## src/isfp_pkg.sv

```systemverilog
`timescale 1ns / 1ps

package isfp_pkg;

    localparam logic [7:0] HDR_BYTE  = 8'h55;
    localparam logic [7:0] TYPE_ACC  = 8'h51;
    localparam logic [7:0] TYPE_GYRO = 8'h52;
    localparam logic [7:0] TYPE_QUAT = 8'h59;

    localparam int PAYLOAD_BYTES = 8;
    localparam int IDX_W         = $clog2(PAYLOAD_BYTES);

    localparam logic [1:0] KIND_ACC  = 2'd0;
    localparam logic [1:0] KIND_GYRO = 2'd1;
    localparam logic [1:0] KIND_QUAT = 2'd2;

    typedef logic [7:0]         byte_t;
    typedef logic [1:0]         kind_t;
    typedef logic signed [15:0] word_t;

    typedef enum logic [1:0] {
        PH_HUNT  = 2'd0,
        PH_TYPE  = 2'd1,
        PH_DATA  = 2'd2,
        PH_CHECK = 2'd3
    } phase_t;

endpackage

```

## src/isfp_byte_if.sv

```systemverilog
`timescale 1ns / 1ps

interface isfp_byte_if;
    import isfp_pkg::*;

    logic  valid;
    logic  ready;
    byte_t rx_byte;

    modport source (output valid, output rx_byte, input ready);
    modport sink   (input valid, input rx_byte, output ready);
endinterface

```

## src/isfp_frame_if.sv

```systemverilog
`timescale 1ns / 1ps

interface isfp_frame_if;
    import isfp_pkg::*;

    logic  valid;
    logic  ready;
    kind_t frame_kind;
    word_t word0;
    word_t word1;
    word_t word2;
    word_t word3;

    modport source (output valid, output frame_kind, output word0, output word1,
                    output word2, output word3, input ready);
    modport sink   (input valid, input frame_kind, input word0, input word1,
                    input word2, input word3, output ready);
endinterface

```

## src/imu_serial_frame_parser.sv

```systemverilog
`timescale 1ns / 1ps

// Parser for 11-byte IMU serial frames: header 0x55, type byte, eight
// payload bytes, checksum (8-bit sum of the first ten bytes).
// rx:    one received byte per request.
// frame: one request per good frame: kind (0 accel, 1 rate, 2 quaternion)
//        and four little-endian signed 16-bit words.
// Throughput: one byte per cycle except while a checksum byte is stalled.
// Bytes other than the checksum are taken even while a decoded frame
// waits on the output register. The frame request is registered and
// is valid in the cycle after the checksum byte is accepted.
// Stall: while a frame is held in the output register and the receiver is
// not ready, a checksum byte is not accepted; that is the only byte the
// single output register cannot absorb.
// Reset: parser goes back to hunting for a header and the output register
// is emptied. The payload buffer is not cleared; every byte of it is
// written before a frame reads it.
// Bad type bytes, checksum mismatches and stray bytes give no request.

module imu_serial_frame_parser (
    input  logic clk,
    input  logic rst_n,
    isfp_byte_if.sink    rx,
    isfp_frame_if.source frame
);
    import isfp_pkg::*;

    phase_t           phase_reg, phase_next;
    kind_t            kind_reg, kind_next;
    logic [IDX_W-1:0] count_reg, count_next;
    byte_t            sum_reg, sum_next;
    byte_t            store_reg [PAYLOAD_BYTES];

    logic  out_valid_reg;
    kind_t out_kind_reg;
    word_t out_word_reg [4];

    logic  in_fire;
    logic  good_frame;
    byte_t sum_add;

    assign rx.ready = !(phase_reg == PH_CHECK && out_valid_reg && !frame.ready);
    assign in_fire  = rx.valid && rx.ready;
    assign sum_add  = sum_reg + rx.rx_byte;
    assign good_frame = in_fire && phase_reg == PH_CHECK && rx.rx_byte == sum_reg;

    // next phase
    always_comb
    begin
        phase_next = phase_reg;
        if (in_fire)
        begin
            unique case (phase_reg)
                PH_HUNT:
                    if (rx.rx_byte == HDR_BYTE)
                        phase_next = PH_TYPE;
                PH_TYPE:
                begin
                    case (rx.rx_byte) inside
                        HDR_BYTE:                       phase_next = PH_TYPE;
                        TYPE_ACC, TYPE_GYRO, TYPE_QUAT: phase_next = PH_DATA;
                        default:                        phase_next = PH_HUNT;
                    endcase
                end
                PH_DATA:
                    if (count_reg == IDX_W'(PAYLOAD_BYTES - 1))
                        phase_next = PH_CHECK;
                PH_CHECK:
                    phase_next = PH_HUNT;
                default:
                    phase_next = PH_HUNT;
            endcase
        end
    end

    // frame bookkeeping
    always_comb
    begin
        kind_next  = kind_reg;
        count_next = count_reg;
        sum_next   = sum_reg;
        if (in_fire)
        begin
            unique case (phase_reg)
                PH_HUNT:
                begin
                    sum_next   = HDR_BYTE;
                    count_next = '0;
                end
                PH_TYPE:
                begin
                    count_next = '0;
                    if (rx.rx_byte == HDR_BYTE)
                        sum_next = HDR_BYTE;
                    else
                        sum_next = sum_add;
                    if (rx.rx_byte == TYPE_ACC)
                        kind_next = KIND_ACC;
                    else if (rx.rx_byte == TYPE_GYRO)
                        kind_next = KIND_GYRO;
                    else if (rx.rx_byte == TYPE_QUAT)
                        kind_next = KIND_QUAT;
                end
                PH_DATA:
                begin
                    sum_next   = sum_add;
                    count_next = count_reg + 1'b1;
                end
                PH_CHECK:
                    count_next = '0;
                default:
                    count_next = '0;
            endcase
        end
    end

    always_ff @(posedge clk or negedge rst_n)
    begin
        if (!rst_n)
        begin
            phase_reg <= PH_HUNT;
            kind_reg  <= KIND_ACC;
            count_reg <= '0;
            sum_reg   <= '0;
        end
        else
        begin
            phase_reg <= phase_next;
            kind_reg  <= kind_next;
            count_reg <= count_next;
            sum_reg   <= sum_next;
        end
    end

    always_ff @(posedge clk)
    begin
        if (in_fire && phase_reg == PH_DATA)
            store_reg[count_reg] <= rx.rx_byte;
    end

    always_ff @(posedge clk or negedge rst_n)
    begin
        if (!rst_n)
            out_valid_reg <= 1'b0;
        else if (good_frame)
            out_valid_reg <= 1'b1;
        else if (frame.ready)
            out_valid_reg <= 1'b0;
    end

    always_ff @(posedge clk)
    begin
        if (good_frame)
        begin
            out_kind_reg <= kind_reg;
            for (int i = 0; i < 4; i++)
                out_word_reg[i] <= {store_reg[2*i+1], store_reg[2*i]};
        end
    end

    assign frame.valid      = out_valid_reg;
    assign frame.frame_kind = out_kind_reg;
    assign frame.word0      = out_word_reg[0];
    assign frame.word1      = out_word_reg[1];
    assign frame.word2      = out_word_reg[2];
    assign frame.word3      = out_word_reg[3];

    // a held frame must block the checksum byte of the next one
    assert property (@(posedge clk) disable iff (!rst_n)
        phase_reg == PH_CHECK && out_valid_reg && !frame.ready |-> !rx.ready)
        else $error("checksum byte accepted while output register is full");

    // a new frame request comes only from an accepted checksum byte
    assert property (@(posedge clk) disable iff (!rst_n)
        out_valid_reg && (!$past(out_valid_reg) || $past(frame.ready))
        |-> $past(in_fire && phase_reg == PH_CHECK))
        else $error("frame request without a checksum byte");

    // last payload byte always leads to the checksum phase
    assert property (@(posedge clk) disable iff (!rst_n)
        in_fire && phase_reg == PH_DATA && count_reg == IDX_W'(PAYLOAD_BYTES - 1)
        |=> phase_reg == PH_CHECK)
        else $error("payload count did not end the data phase");

    // every frame enters the data phase with an empty payload count
    assert property (@(posedge clk) disable iff (!rst_n)
        phase_reg == PH_DATA && $past(phase_reg) == PH_TYPE |-> count_reg == '0)
        else $error("payload count not cleared at start of data");

    assert property (@(posedge clk) disable iff (!rst_n)
        out_valid_reg |-> (out_kind_reg == KIND_ACC || out_kind_reg == KIND_GYRO ||
                           out_kind_reg == KIND_QUAT))
        else $error("invalid frame kind on output");

endmodule

```

## src/flat_wrapper.sv

```systemverilog
// flat-port wrapper written by rule: the top's interface ports become plain ports
module imu_serial_frame_parser_flat import isfp_pkg::*;
  (clk, rst_n, rx_valid, rx_rx_byte, rx_ready, frame_valid, frame_frame_kind, frame_word0, frame_word1, frame_word2, frame_word3, frame_ready);
  isfp_byte_if rx_i ();
  isfp_frame_if frame_i ();
  input  logic clk;
  input  logic rst_n;
  input wire logic [$bits(rx_i.valid)-1:0] rx_valid;
  input wire logic [$bits(rx_i.rx_byte)-1:0] rx_rx_byte;
  output wire logic [$bits(rx_i.ready)-1:0] rx_ready;
  output wire logic [$bits(frame_i.valid)-1:0] frame_valid;
  output wire logic [$bits(frame_i.frame_kind)-1:0] frame_frame_kind;
  output wire logic [$bits(frame_i.word0)-1:0] frame_word0;
  output wire logic [$bits(frame_i.word1)-1:0] frame_word1;
  output wire logic [$bits(frame_i.word2)-1:0] frame_word2;
  output wire logic [$bits(frame_i.word3)-1:0] frame_word3;
  input wire logic [$bits(frame_i.ready)-1:0] frame_ready;
  assign rx_i.valid = rx_valid;
  assign rx_i.rx_byte = rx_rx_byte;
  assign rx_ready = rx_i.ready;
  assign frame_valid = frame_i.valid;
  assign frame_frame_kind = frame_i.frame_kind;
  assign frame_word0 = frame_i.word0;
  assign frame_word1 = frame_i.word1;
  assign frame_word2 = frame_i.word2;
  assign frame_word3 = frame_i.word3;
  assign frame_i.ready = frame_ready;
  imu_serial_frame_parser u_core (.clk(clk), .rst_n(rst_n), .rx(rx_i), .frame(frame_i));
endmodule
```

## config.mk

```make
export PLATFORM = sky130hd
export DESIGN_NAME = imu_serial_frame_parser_flat
export DESIGN_NICKNAME = d
export VERILOG_FILES = /design/src/isfp_pkg.sv /design/src/isfp_byte_if.sv /design/src/isfp_frame_if.sv /design/src/imu_serial_frame_parser.sv /design/src/flat_wrapper.sv
export SDC_FILE = /design/constraint.sdc
export NUM_CORES = 1
export LEC_CHECK = 0
export ABC_AREA = 1
export CAP_MARGIN = 20
export CORE_AREA = 3 3 113 115
export CTS_CLUSTER_SIZE = 30
export DETAILED_ROUTE_END_ITERATION = 7
export DIE_AREA = 0 0 116 118
export DONT_BUFFER_PORTS = 1
export MAX_ROUTING_LAYER = met4
export PLACE_DENSITY = 0.65
export SLEW_MARGIN = 10
export SYNTH_ARGS = -nofsm -noshare
export SYNTH_HDL_FRONTEND = slang
export SYNTH_SLANG_ARGS = --single-unit
```

## constraint.sdc

```tcl
create_clock -name clk -period 7.3 [get_ports clk]
set_input_delay 0.365 -clock clk [delete_from_list [all_inputs] [get_ports clk]]
set_output_delay 0.365 -clock clk [all_outputs]
set_load 0.05 [all_outputs]
```

==> flow_metrics.env, run 1 <==
export IMPL_antenna_found_initial=0
export IMPL_dpl_instance_area_um2=5500
export IMPL_grt_max_degree=67
export IMPL_setup_slack_ns=4.92
export IMPL_relSlewSlack=0.450
export IMPL_synthCells=330
export IMPL_die_area_um2=13700
export IMPL_pre_cts_ws_ns=4.88
export IMPL_synth_nets=357
export IMPL_finalSetupViolCount=0
export IMPL_required_ns=7.34
export IMPL_clk_latency_ns=0.41
export IMPL_min_period_over_period=0.326
export IMPL_status="finished clean"
export IMPL_final_cell_mix="130 x edfxtp_1, 55 x nand2_1, 34 x inv_1, 17 x clkbuf_16"
export IMPL_hold_slack_ns=0.0483
export IMPL_path_max_fanout=8
export IMPL_slowest_stage="nor2_1"
export IMPL_critical_path_top_delay_family="simple AND/OR/NAND/NOR gates"
export IMPL_reg2reg_slack_ns=4.92
export IMPL_clockBufferDepth=2
export IMPL_worst_slew_pin_slew_ns=0.825
export IMPL_final_core_util=0.511
export IMPL_netlist_area_leader_share=0.736
export IMPL_die_h_um=118
export IMPL_rsz0062_at_grt="false"
export IMPL_crit_chain="ha_1 -> nand3_4 -> nand2_2 -> nor2_2 -> nand2_1 -> nor2_1"
export IMPL_vias_per_cell=4.92
export IMPL_hold_viol=0
export IMPL_rows=40
export IMPL_tritoncts="done"
export IMPL_layout_commonest_cell="edfxtp_1"
export IMPL_start_util=0.445
export IMPL_crit_buf_inv=0
export IMPL_timing_fmax_ghz=0.420
export IMPL_drt_iter0_drc=148
export IMPL_hpwl_mm=5.88
export IMPL_cpPeakStageDelay_ns=0.56
export IMPL_yosysWarnings=0
export IMPL_ir_worst_vdd_mv=0.174
export IMPL_path_class="reg2reg"
export IMPL_multi_input_area_um2=863
export IMPL_clockRootBuffer="clkbuf_16"
export IMPL_area_growth_pct=14.7
export IMPL_stdcell_area_um2=6080
export IMPL_wirelength_mm=8.92
export IMPL_cts_max_level=4
export IMPL_critPathLaunchType="register"
export IMPL_powerDensity_nw_per_um2=322
export IMPL_numPortBuffers=0
export IMPL_grt_first_pass_wirelength_mm=13.9
export IMPL_grt_overflow=0
export IMPL_cts_resized=0
export IMPL_seq_area_um2=4300
export IMPL_async_reset_ff_frac=0.110
export IMPL_vias=2506
export IMPL_place_gp_congestion=0.767
export IMPL_nets=378
export IMPL_endpoint_kind="register"
export IMPL_drc=0
export IMPL_ioPinCount=80
export IMPL_cap_violations=0
export IMPL_tns_ns=0
export IMPL_ant_nets=0
export IMPL_die_w_um=116
export IMPL_grt_pass1_vias=2536
export IMPL_fin_skew_ns=0.00963
export IMPL_path_clk_slew_ns=0.06
export IMPL_maxSlewViolCount=0
export IMPL_yosysSeqAreaShare=0.812
export IMPL_cts_buffers_inserted=17
export IMPL_core_area_um2=11900
export IMPL_synth_avg_cell_area_um2=16.1
export IMPL_synth_seq_cells=146
export IMPL_drive_gt1_frac=0.141
export IMPL_ys_types=27
export IMPL_crit_arrival_ns=2.42
export IMPL_cts_sinks=146
export IMPL_synth_area_top_cells="edfxtp_1 74%, dfrtp_1 7.6%, nand2_1 3.9%"
export IMPL_firstDrtPassIters=4
export IMPL_synth_edf_count=130
export IMPL_drt_wirelength_per_cell_um=17.5
export IMPL_nFillCells=975
export IMPL_p_leak_nw=2.24
export IMPL_antennaDiodeCount=0
export IMPL_synth_top_flop_cell="edfxtp_1"
export IMPL_synth_area_um2=5300
export IMPL_track_usage=0.144
export IMPL_period_needed_ns=2.38
export IMPL_yosysTopAreaCell="edfxtp_1"
export IMPL_hold_class="in2reg"
==> report_power, final <==
part	leakage (nW)	switching (mW)	internal [mW]	total (mW)
clock	0.278	0.305	0.530	0.835
sequential	1.37	0.0159	0.926	0.941
combinational	0.588	0.112	0.0708	0.183
total	2.24	0.433	1.53	1.96
==> Yosys cell counts, types with 4 or more instances <==
library cell / instances
edfxtp_1: 130
nand2_1: 55
a21oi_1: 7
nor2_2: 5
ha_1: 14
inv_1: 34
inv_2: 4
o21ai_0: 7
nand3_1: 12
dfrtp_1: 16
nor2_1: 17
nand2_2: 7
==> worst paths after layout <==
path,start,endpoint,cells after the start
worst max register to register,u_core.phase_reg[0]$_DFFE_PN0P_,u_core.store_reg[0][7]$_DFFE_PP_,6
worst min register to register,u_core.store_reg[5][4]$_DFFE_PP_,u_core.out_word_reg[2][12]$_DFFE_PP_,0
worst min-delay path,rx_rx_byte[6],u_core.store_reg[7][6]$_DFFE_PP_,0
min in group asynchronous,rst_n,u_core.phase_reg[0]$_DFFE_PN0P_,1
worst max-delay path,u_core.phase_reg[0]$_DFFE_PN0P_,u_core.store_reg[0][7]$_DFFE_PP_,6
max in group asynchronous,rst_n,u_core.sum_reg[1]$_DFFE_PN0P_,1
==> routing by layer <==
layer  GRT usage  share of wire  vias to the layer above
met5           -              0                        -
met4      0.0645          0.011                        0
met3      0.0488          0.057                       11
met2       0.213           0.48                       78
met1       0.180           0.45                     1214
li1            -              -                     1203
==> metrics by stage <==
step	cells	total power [mW]
after floorplan	330	1.11
after global placement	478	1.14
after detailed placement	478	1.14
after CTS	509	1.98
after global routing	509	2.04
final	509	1.96
==> cell families (layout without fill, tap and decap cells) <==
logic type | after synthesis | in the layout | synth area share
flip-flops | 146 | 146 | 0.812
XOR/XNOR | 2 | 2 | 0.00330
buffers and inverters | 38 | 70 | 0.0269
AND/OR/NAND/NOR | 108 | 108 | 0.0982
adder cells (fa/ha/maj) | 15 | 15 | 0.0368
AO/OA/AOI/OAI | 21 | 21 | 0.0231
==> timing repair <==
item | in CTS | in global routing
hold endpoints to repair | 16 | 0
buffers inserted | 0 | 0
hold buffers | 1 | 0
endpoints found under the setup margin | 0 | 0
==> cell type report <==
| class | count | share of cell area |
|---|---|---|
| flip-flops and latches | 146 | 0.708 |
| repair buffers | 2 | 0.00288 |
| clock inverters | 11 | 0.0226 |
| multi-input cells | 146 | 0.142 |
| clock buffers | 19 | 0.0712 |
| well taps | 147 | 0.0302 |
| inverters | 38 | 0.0235 |
No activity file was read; power rests on OpenSTA's default activity.
==> inputs of run 2 (changes only) <==
- clock period: 7.3 -> 2.37 ns (I/O delays scaled with it)
==> flow_metrics.env, run 2 (same netlist as run 1, synthesis figures left out) <==
export IMPL_min_period_over_period=0.863
export IMPL_cap_violations=0
export IMPL_clockPowerShare=0.432
export IMPL_firstDrtPassIters=5
export IMPL_path_max_fanout=8
export IMPL_timing_fmax_ghz=0.489
export IMPL_p_int_mw=4.77
export IMPL_multi_input_area_um2=888
export IMPL_seq_area_um2=4300
export IMPL_vias_per_cell=4.88
export IMPL_powerDensity_nw_per_um2=985
export IMPL_nets=398
export IMPL_clockBufferDepth=2
export IMPL_rows=40
export IMPL_die_h_um=118
export IMPL_numPortBuffers=0
export IMPL_status="finished clean"
export IMPL_hold_class="in2reg"
export IMPL_crit_arrival_ns=2.16
export IMPL_setup_slack_ns=0.325
export IMPL_cts_max_level=4
export IMPL_place_gp_congestion=0.819
export IMPL_ioPinCount=80
export IMPL_ff2ff_path_depth=7
export IMPL_p_comb_frac=0.102
export IMPL_relSlewSlack=0.487
export IMPL_crit_chain="ha_1 -> nand3_4 -> nand2_2 -> nor2_2 -> nand2_1 -> nor2_1 -> buf_4"
export IMPL_hpwl_mm=5.92
export IMPL_worst_slew_pin_slew_ns=0.767
export IMPL_dpl_instance_area_um2=5610
export IMPL_post_cts_setup_buffers=0
export IMPL_track_usage=0.156
export IMPL_rsz0062_at_grt="false"
export IMPL_clk_latency_ns=0.41
export IMPL_antennaDiodeCount=0
export IMPL_cts_sinks=146
export IMPL_cts_buffers_inserted=17
export IMPL_period_needed_ns=2.05
export IMPL_ant_nets=0
export IMPL_path_clk_slew_ns=0.06
export IMPL_hold_viol=0
export IMPL_grt_pass1_vias=2636
export IMPL_clockRootBuffer="clkbuf_16"
export IMPL_reg2reg_slack_ns=0.32
export IMPL_p_leak_nw=2.35
export IMPL_hp_start="rx_rx_byte[7]"
export IMPL_tritoncts="done"
export IMPL_drive_gt1_frac=0.170
export IMPL_grt_max_degree=67
export IMPL_switchingPower_mw=1.47
export IMPL_ir_worst_vdd_mv=0.579
export IMPL_vias=2588
export IMPL_drt_wirelength_per_cell_um=18.0
export IMPL_slowest_stage="dfrtp_1"
export IMPL_cpPeakStageDelay_ns=0.44
export IMPL_nFillCells=957
export IMPL_grt_overflow=0
export IMPL_die_area_um2=13700
export IMPL_holdPathEnd="u_core.sum_reg[7]$_DFFE_PN0P_"
export IMPL_whs_path_depth=4
export IMPL_finalSetupViolCount=0
export IMPL_required_ns=2.49
export IMPL_drc=0
export IMPL_die_w_um=116
export IMPL_r2r_end="u_core.store_reg[6][7]$_DFFE_PP_"
export IMPL_r2r_start="u_core.phase_reg[0]$_DFFE_PN0P_"
export IMPL_area_growth_pct=19.3
export IMPL_antenna_found_initial=0
export IMPL_grt_first_pass_wirelength_mm=15.2
export IMPL_critPathLaunchType="register"
export IMPL_drt_iter0_drc=193
export IMPL_endpoint_kind="register"
export IMPL_wirelength_mm=9.55
export IMPL_swShare=0.235
export IMPL_path_class="reg2reg"
export IMPL_seqPwrFrac=0.466
export IMPL_start_util=0.445
export IMPL_maxSlewViolCount=0
export IMPL_layout_commonest_cell="edfxtp_1"
export IMPL_final_cell_mix="130 x edfxtp_1, 55 x nand2_1, 34 x inv_1, 17 x clkbuf_16"
export IMPL_fin_skew_ns=0.00764
export IMPL_pre_cts_ws_ns=0.326
export IMPL_stdcell_area_um2=6330
export IMPL_core_area_um2=11900
## run 2: cell count changes in the layout (fill, tap and decap cells not counted), moves of 2 or more
cell	delta
clkinv_2	-3
clkinv_4	+2
buf_4	+8
ha_4	+2
inv_6	+2
ha_1	-2
dlygate4sd3_1	+11
## run 2: what timing repair did
item                                   4_1_cts  5_1_grt
hold buffers                                12        0
gates resized for setup                      0        0
endpoints found under the hold margin       85        0
## run 2: power by group through the flow
stage	registers (mW)	logic, mW	clock network, mW
6_report	2.91	0.638	2.69
5_1_grt	2.91	0.750	2.85
4_1_cts	2.91	0.644	2.73
3_5_place_dp	2.96	0.595	0
3_3_place_gp	2.95	0.584	0
2_1_floorplan	2.94	0.487	0
## run 2: layout make-up
type | count | share of cell area
sequential | 146 | 0.680
clock buffer | 18 | 0.0678
multi-input combinational | 146 | 0.140
clock inverter | 13 | 0.0273
inverter | 38 | 0.0225
timing repair buffer | 22 | 0.0328
tap | 147 | 0.0291
## run 2: worst max path at each step
stage / from / to / slack, ns
final: u_core.phase_reg[0]$_DFFE_PN0P_ / u_core.store_reg[6][7]$_DFFE_PP_ / 0.32
after detailed placement: u_core.phase_reg[0]$_DFFE_PN0P_ / u_core.store_reg[1][1]$_DFFE_PP_ / 0.33
after global placement: u_core.phase_reg[0]$_DFFE_PN0P_ / u_core.store_reg[6][6]$_DFFE_PP_ / 0.37
after global routing: u_core.phase_reg[0]$_DFFE_PN0P_ / u_core.store_reg[2][1]$_DFFE_PP_ / 0.13
after CTS: u_core.phase_reg[0]$_DFFE_PN0P_ / u_core.store_reg[1][5]$_DFFE_PP_ / 0.32
after floorplan: u_core.sum_reg[1]$_DFFE_PN0P_ / u_core.frame.frame_kind[0]$_DFFE_PP_ / -0.06
## run 2: routing by layer
layer	vias up	wire length, um	GRT usage	share of wire
li1	1239	-	-	-
met1	1230	4100	0.203	0.43
met2	102	4430	0.223	0.46
met3	17	849	0.0607	0.089
met4	0	166	0.0580	0.017
met5	-	0	-	0
## run 2: worst max-delay path: cells and delay by family, from the launching register on
family / cells / cell delay (ns)
flops: 1 / 0.44
simple gates: 5 / 0.85
fa+ha+maj: 1 / 0.27
buf+inv: 1 / 0.18
## run 2: through the flow
step                      power (mW)   util  std cells  hold WS, ns  setup TNS, ns
after global placement          3.54  0.471        487       -0.177              0
final                           6.24  0.531        530       0.0323              0
after floorplan                 3.43      -        330       -0.177          -4.02
after CTS                       6.28  0.531        530       0.0227              0
after global routing            6.52  0.531        530       0.0383              0
after detailed placement        3.55  0.471        487       -0.177              0
==> inputs of run 3 (changes only) <==
--- a/config.mk
+++ b/config.mk
@@ -8,8 +8,8 @@
 export ABC_AREA = 1
 export CAP_MARGIN = 20
-export CORE_AREA = 3 3 113 115
+export CORE_AREA = 2 2 112 114
 export CTS_CLUSTER_SIZE = 30
 export DETAILED_ROUTE_END_ITERATION = 7
-export DIE_AREA = 0 0 116 118
+export DIE_AREA = 0 0 114 116
 export DONT_BUFFER_PORTS = 1
 export MAX_ROUTING_LAYER = met4
==> constraint.sdc (replaced) <==
create_clock -name clk -period 2.37 [get_ports clk]
set_input_delay 0.474 -clock clk [delete_from_list [all_inputs] [get_ports clk]]
set_output_delay 0.474 -clock clk [all_outputs]
set_load 0.05 [all_outputs]
==> flow_metrics.env, run 3 (same netlist as run 1, synthesis figures left out) <==
export IMPL_status="finished clean"
export IMPL_setup_slack_ns=0.321
export IMPL_die_area_um2=13200
export IMPL_cts_max_level=4
export IMPL_relSlewSlack=0.446
export IMPL_drt_iter0_drc=172
export IMPL_antenna_found_initial=1
export IMPL_hold_class="in2reg"
export IMPL_final_core_util=0.527
export IMPL_totalPowerFinal_mw=6.14
export IMPL_startpoint="u_core.phase_reg[0]$_DFFE_PN0P_"
export IMPL_vias_per_cell=4.97
export IMPL_path_clk_slew_ns=0.06
export IMPL_critPathLaunchType="register"
export IMPL_maxSlewViolCount=0
export IMPL_crit_arrival_ns=2.17
export IMPL_min_period_over_period=0.864
export IMPL_die_w_um=114
export IMPL_dpl_instance_area_um2=5680
export IMPL_ioPinCount=80
export IMPL_hpwl_mm=5.95
export IMPL_r2r_end="u_core.store_reg[6][4]$_DFFE_PP_"
export IMPL_p_leak_nw=2.30
export IMPL_clockBufferDepth=2
export IMPL_ir_worst_vdd_mv=0.425
export IMPL_rows=40
export IMPL_drc=0
export IMPL_period_needed_ns=2.05
export IMPL_r2r_start="u_core.phase_reg[0]$_DFFE_PN0P_"
export IMPL_grt_first_pass_wirelength_mm=13.9
export IMPL_tritoncts="done"
export IMPL_path_class="reg2reg"
export IMPL_grt_max_degree=49
export IMPL_numPortBuffers=0
export IMPL_rsz0062_at_grt="false"
export IMPL_cts_resized=0
export IMPL_drt_wirelength_per_cell_um=17.4
export IMPL_endpoint_kind="register"
export IMPL_clk_latency_ns=0.41
export IMPL_fin_skew_ns=0.00709
export IMPL_hold_viol=0
export IMPL_finalSetupViolCount=0
export IMPL_stdcell_count=522
export IMPL_grt_pass1_vias=2445
export IMPL_ff2ff_path_depth=7
export IMPL_vias=2593
export IMPL_clockRootBuffer="clkbuf_16"
export IMPL_nFillCells=974
export IMPL_worst_slew_pin_slew_ns=0.828
export IMPL_grtUsageMet2=0.230
export IMPL_top_usage_layer="met2"
export IMPL_use_met1=0.185
export IMPL_hold_slack_ns=0.154
export IMPL_cts_sinks=146
export IMPL_grt_use_met3=0.0701
export IMPL_cap_violations=0
export IMPL_die_h_um=116
export IMPL_nets=388
export IMPL_track_usage=0.154
export IMPL_ant_nets=0
export IMPL_firstDrtPassIters=4
export IMPL_final_cell_mix="130 x edfxtp_1, 55 x nand2_1, 33 x inv_1, 17 x clkbuf_16"
export IMPL_tns_ns=0
export IMPL_cp_endpoint="u_core.store_reg[6][4]$_DFFE_PP_"
export IMPL_cts_buffers_inserted=17
export IMPL_place_gp_congestion=0.841
export IMPL_path_max_fanout=8
export IMPL_grt_overflow=0
export IMPL_dp_cells=488
export IMPL_core_area_um2=11900
export IMPL_drive_gt1_frac=0.193
export IMPL_required_ns=2.49
export IMPL_powerDensity_nw_per_um2=980
export IMPL_reg2reg_slack_ns=0.32
export IMPL_timing_fmax_ghz=0.488
export IMPL_start_util=0.445
export IMPL_stdcell_area_um2=6270
export IMPL_layout_commonest_cell="edfxtp_1"
export IMPL_pre_cts_ws_ns=0.304
export IMPL_wirelength_mm=9.10
export IMPL_post_cts_setup_buffers=0
export IMPL_area_growth_pct=18.3
run 3: cell count changes in the layout (fill, tap and decap cells not counted), sizes merged:
cell         before  now
bufinv            3    2
inv              43   42
clkinv            3    8
diode             0    1
buf              10   11
dlygate4sd3      12    1
clkinvlp          2    0
run 3: layout make-up:
type	instances	area (um^2)	share of cell area
Multi-Input combinational cell	146	951	0.152
Sequential cell	146	4300	0.686
Timing Repair Buffer	12	105	0.0168
Tap cell	147	184	0.0293
Clock buffer	18	429	0.0684
Clock inverter	14	154	0.0245
Inverter	38	143	0.0227
Antenna cell	1	2.50	0.000399
run 3: worst min-delay path by stage:
stage	from	endpoint	slack (ns)	depth (start not counted)
final	rx_rx_byte[5]	u_core.store_reg[0][5]$_DFFE_PP_	0.15	0
after global routing	rx_rx_byte[6]	u_core.store_reg[0][6]$_DFFE_PP_	0.13	0
after CTS	rx_rx_byte[5]	u_core.store_reg[7][5]$_DFFE_PP_	0.14	0
after detailed placement	rst_n	u_core.sum_reg[3]$_DFFE_PN0P_	0.18	0
after global placement	rst_n	u_core.sum_reg[1]$_DFFE_PN0P_	0.18	0
after floorplan	rst_n	async pin	0.18	0
run 3: critical path: stages (launching register included):
cell     delay (ns)
dfrtp_1        0.44
ha_1           0.28
nand3_4        0.21
nand2_2        0.17
nor2_2         0.19
nand2_1        0.14
nor2_1         0.13
buf_4          0.19
run 3: layer usage:
metal	part of all wire	routed length, um
met5	0	0
met4	0.0096	87
met3	0.075	686
met2	0.47	4270
met1	0.44	4050
run 3: what timing repair did:
item	4_1_cts	5_1_grt
endpoints found under the hold margin	16	0
setup endpoints to repair	0	0
hold buffers	1	0
run 3: report_power, final:
group | internal (mW) | switching (mW)
Clock | 1.56 | 1.02
Combinational | 0.274 | 0.371
Sequential | 2.85 | 0.0719
